--- config.mk ---
export PLATFORM = sky130hd
export DESIGN_NAME = llba_ram
export DESIGN_NICKNAME = d
export VERILOG_FILES = /design/src/rtl/llba_ram.sv
export SDC_FILE = /design/constraint.sdc
export NUM_CORES = 1
export LEC_CHECK = 0
export BUFFER_PORTS_ARGS = -buffer_cell sky130_fd_sc_hd__buf_2
export CORE_MARGIN = 3
export CORE_UTILIZATION = 40
export CTS_CLUSTER_SIZE = 20
export DETAILED_ROUTE_END_ITERATION = 12
export GPL_TIMING_DRIVEN = 0
export PLACE_DENSITY_LB_ADDON = 0.08
export SLEW_MARGIN = 20
export SYNTH_ARGS = -nofsm -noshare
export SYNTH_HDL_FRONTEND = slang
export SYNTH_SLANG_ARGS = --single-unit
--- constraint.sdc ---
create_clock -name i_clk -period 2.6 [get_ports i_clk]
set_input_delay 0.26 -clock i_clk [delete_from_list [all_inputs] [get_ports i_clk]]
set_output_delay 0.26 -clock i_clk [all_outputs]
set_load 0.01 [all_outputs]
--- src/rtl/llba_ram.sv ---
`timescale 1ns / 1ps
`default_nettype none
// ----------------------------------------------------------------------------
// llba_ram
// generic ram, one write port and two registered read ports
// ----------------------------------------------------------------------------
module llba_ram #(
    parameter int WIDTH = 8,
    parameter int DEPTH = 16,
    localparam int AW   = (DEPTH > 1) ? $clog2(DEPTH) : 1
) (
    input  wire logic             i_clk,
    input  wire logic             i_we,
    input  wire logic [AW-1:0]    i_waddr,
    input  wire logic [WIDTH-1:0] i_wdata,
    input  wire logic [AW-1:0]    i_ra_addr,
    output logic      [WIDTH-1:0] o_ra_data,
    input  wire logic [AW-1:0]    i_rb_addr,
    output logic      [WIDTH-1:0] o_rb_data
);

    logic [WIDTH-1:0] r_mem [DEPTH];
    logic [WIDTH-1:0] r_ra_data;
    logic [WIDTH-1:0] r_rb_data;

    always_ff @(posedge i_clk) begin
        if (i_we) begin
            r_mem[i_waddr] <= i_wdata;
        end
        r_ra_data <= r_mem[i_ra_addr];
        r_rb_data <= r_mem[i_rb_addr];
    end

    assign o_ra_data = r_ra_data;
    assign o_rb_data = r_rb_data;

endmodule
`default_nettype wire

* After elaboration in Yosys (flattened, before gate mapping)
Memory sizes are Yosys's and may differ from the RTL's. A register that Yosys moved wholly into a read port is not among the register bits.
Index checks and enable logic that the tools add are counted.
** Operators by class
- Mux-type cells :: 2
** Operators by type and width (number)
- 2-to-1 mux 1 bit :: 2
** Storage, ports and cells
- Register bits after elaboration :: 0
- Word-level logic and storage cells :: 3
- Memories kept :: 1
- Input bits :: 22
- Memory bits (writable) :: 128
** Memories
- r_mem :: depth 16, width 8, rd ports 2, clocked after Yosys merged registers in 2, wr ports 1, RTL line 22 : logic [WIDTH-1:0] r_mem [DEPTH];

* Longest topological paths before layout
- Word-level depth :: 2
- Gate-level depth with buffers :: 5
- Depth with buffers taken out :: 3

* Worst setup path before layout
OpenSTA, ideal clock, no wires.
- Path kind :: input to register
- Start :: in i_waddr[2]
- End :: mem r_mem[0][0], enable pin
- Data arrival time :: 1370 ps
- Setup slack :: 847 ps
- Cell stages on the path :: 2
- Cells stage by stage :: or3b_2 > nor3_1
** RTL lines
- from (decl) :: RTL line 14 : input wire logic [AW-1:0] i_waddr,
- to (decl) :: RTL line 22
No word-level cell before the write port.

* Worst setup path in the final report
- Start :: in i_waddr[2]
- End :: mem r_mem[3][1], enable pin
No word-level cell before the write port.

==> flow_metrics.tcl <==
set metrics [dict create \
    run_status "finished clean" \
    number_of_global_route_vias_before_repair 3545 \
    worst_setup_ep_type "register" \
    drt_pre_antenna_iters 5 \
    max_slew_headroom_pct 25.7 \
    routed-wl-met3_um 911 \
    maxClockFrequency_ghz 0.583 \
    pin_count 38 \
    postSynthAreaPerCell_um2 20.7 \
    routabilityCongestion 0.767 \
    preCtsSetupSlack_ps 449 \
    grt_antenna_before_repair 0 \
    worstPathRequired_ps 2640 \
    whs_ps 223 \
    number_of_max_cap_violations 0 \
    setup.worst_path.class "input port to register" \
    timing.final.setup_violations 0 \
    drtIter0Drc 273 \
    antenna_cells 0 \
    fin_skew_ps 4.80 \
    final_min_period_over_clock_period_pct 66.0 \
    setup_repair_after_global_routing_missed_its_margin "no" \
    vias_per_cell 5.71 \
    min-delay-path-class "input port to register" \
    root_buffer "sky130_fd_sc_hd__clkbuf_16" \
    cts-htree-levels 4 \
    clk_pin_slew_worst_paths_ps 60 \
    detailed_place_hpwl_mm 10.2 \
    net_count_reported_at_finish 387 \
    finalInstanceArea_um2 7390 \
    netlist-cell-type-count 20 \
    layout.filler_cells 1281 \
    chipWidth_um 132 \
    finish.cell_count_without_fillers 589 \
    layout_min_cycle_time_ps 1720 \
    grt_overflow 0 \
    chip_height_um 132 \
    timing.critical_path.cells "buf_2 -> or3b_2 -> nor2_1" \
    cp_top_family "simple AND/OR/NAND/NOR gates" \
    critical_path.startpoint_type "input port" \
    yosysWarnings 0 \
    placed_cells_incl_taps 557 \
    met1Wirelength_mm 6.44 \
    syn_nets 329 \
    port_buffers 35 \
    setup_ws_ps 885 \
    rows 45 \
    critPathMaxStageDelay_ps 860 \
    total_power_uw 5330 \
    initial_utilization_pct 41.3 \
    cts-buffers-inserted 17 \
    max-vdd-ir-drop_mv 0.675 \
    floorplan.die_area_um2 17400 \
    worst_skew_pair.late_latency_ps 420 \
    critPathSlowestCell "sky130_fd_sc_hd__nor2_1" \
    worstPathBufferInverterCount 1 \
    post_dp_cell_area_um2 6840 \
    combined_global_route_utilization_of_all_metal_layers_pct 18.4 \
    drc 0 \
    post-cts-setup-buffer-count 0 \
    highest_layer "met4" \
    post_cts_resized 0 \
    drive_above_1_share_pct 33.3 \
    timing.final.max_slew_violations 0 \
    cp_max_fo 8 \
    largest_net_degree_at_the_start_of_global_routing 17 \
    finalHoldViolations 0 \
    synth.cell_area_um2 6350 \
    cts_max_path_buffers 2 \
    wl_met2_mm 7.80 \
    synthToLayoutAreaGrowth_pct 16.4 \
    static_leakage_uw 0.00254 \
    worst_slew_pin_slew_ps 1110 \
    power.density_nw_per_um2 721 \
    cts_tree "built" \
    worst-endpoint-arrival_ps 1750 \
    synth-seq-area-share_pct 65.6 \
    syn_inst 307 \
    grt_first_pass_wirelength_mm 22.8 \
    drt-total-wl_mm 15.3 \
    core-area_um2 15400 \
    ys_ff_latch 144 \
    wl_per_cell_um 26.0 \
    vias 3363 \
    drtAntennaViolNets 0 \
    hold_buffers 0 \
    cts_num_sinks 144 \
]
[cell usage after synthesis]
master / count / area (um^2)
sky130_fd_sc_hd__edfxtp_1: 128 / 3840
sky130_fd_sc_hd__mux4_2: 34 / 766
sky130_fd_sc_hd__a22oi_1: 32 / 240
sky130_fd_sc_hd__mux4_1: 28 / 736
sky130_fd_sc_hd__nand2_1: 17 / 63.8
sky130_fd_sc_hd__dfxtp_1: 16 / 320
sky130_fd_sc_hd__nor2_1: 14 / 52.6
sky130_fd_sc_hd__buf_2: 6 / 30.0
sky130_fd_sc_hd__buf_6: 6 / 67.6
sky130_fd_sc_hd__clkdlybuf4s25_2: 6 / 60.1
sky130_fd_sc_hd__nor3_1: 4 / 20.0
sky130_fd_sc_hd__and2_1: 2 / 12.5
sky130_fd_sc_hd__and2b_1: 2 / 15.0
sky130_fd_sc_hd__buf_4: 2 / 15.0
sky130_fd_sc_hd__mux4_4: 2 / 50.1
sky130_fd_sc_hd__nand2b_1: 2 / 12.5
sky130_fd_sc_hd__nand3b_1: 2 / 15.0
sky130_fd_sc_hd__nor2b_1: 2 / 12.5
sky130_fd_sc_hd__nand3_1: 1 / 5.00
sky130_fd_sc_hd__or3b_2: 1 / 8.76
[path summary, 6_finish.rpt]
| check | cells past startpoint | start | to | slack, ps |
|---|---|---|---|---|
| worst max-delay path | 3 | i_waddr[2] | r_mem[3][1]$_DFFE_PP_ | 880 |
| worst min register to register | 3 | r_mem[6][3]$_DFFE_PP_ | o_ra_data[3]$_DFF_P_ | 700 |
| worst max register to register | 3 | r_mem[0][0]$_DFFE_PP_ | o_ra_data[0]$_DFF_P_ | 1170 |
| worst min-delay path | 1 | i_wdata[7] | r_mem[0][7]$_DFFE_PP_ | 220 |
[through the flow]
step,setup TNS (ps),utilization (%)
detailed placement,0,44.5
global route,0,48.1
CTS,0,48.1
global placement,-165,44.1
finish,0,48.1
floorplan,0,-
[cell usage in the layout, fill, tap and decap left out]
cell type / count
sky130_fd_sc_hd__nand2b_1: 2
sky130_fd_sc_hd__clkinv_2: 6
sky130_fd_sc_hd__a22oi_1: 32
sky130_fd_sc_hd__and2b_1: 2
sky130_fd_sc_hd__edfxtp_1: 128
sky130_fd_sc_hd__clkbuf_16: 17
sky130_fd_sc_hd__dfxtp_1: 16
sky130_fd_sc_hd__mux4_4: 2
sky130_fd_sc_hd__buf_2: 41
sky130_fd_sc_hd__nand2_1: 17
sky130_fd_sc_hd__nor2b_1: 2
sky130_fd_sc_hd__nand3b_1: 2
sky130_fd_sc_hd__clkbuf_8: 1
sky130_fd_sc_hd__clkdlybuf4s25_2: 6
sky130_fd_sc_hd__mux4_2: 34
sky130_fd_sc_hd__nor2_1: 14
sky130_fd_sc_hd__mux4_1: 28
sky130_fd_sc_hd__nor3_2: 4
sky130_fd_sc_hd__nand3_1: 1
sky130_fd_sc_hd__buf_4: 6
sky130_fd_sc_hd__bufinv_16: 2
sky130_fd_sc_hd__or3b_2: 1
sky130_fd_sc_hd__and2_1: 2
sky130_fd_sc_hd__buf_6: 6
sky130_fd_sc_hd__clkbuf_1: 6
[layer usage]
| metal | GRT usage, % | vias up |
|---|---|---|
| met5 | 0 | - |
| met4 | 5.19 | 0 |
| met3 | 4.89 | 10 |
| met2 | 30.5 | 128 |
| met1 | 24.3 | 1761 |
| li1 | - | 1464 |
[where the power goes]
part / internal [uW] / total (uW) / switching, uW
combinational: 186 / 413 / 228
clock: 1430 / 2300 / 877
sequential: 2590 / 2610 / 21.1
total: 4200 / 5330 / 1130
[sequential cells by signal, summed over array words and instances, names as in the netlist]
register,cells
r_mem,128
o_ra_data,8
o_rb_data,8
[kinds of logic (layout without fill, tap and decap cells)]
group / Yosys count / count (layout) / synth area share (%)
mux: 64 / 64 / 24.4
flops: 144 / 144 / 65.6
compound gates: 32 / 32 / 3.79
simple gates: 47 / 47 / 3.43
buf+inv: 20 / 91 / 2.72
[area by class of cell]
cell class / instances / area, um^2 / share of cell area (%)
Sequential cell: 144 / 4160 / 56.4
Multi-Input combinational cell: 143 / 2030 / 27.5
Clock buffer: 24 / 462 / 6.25
Tap cell: 211 / 264 / 3.57
Timing Repair Buffer: 39 / 205 / 2.78
Buffer: 20 / 173 / 2.34
Clock inverter: 8 / 90.1 / 1.22
(Power assumes the default switching activity.)
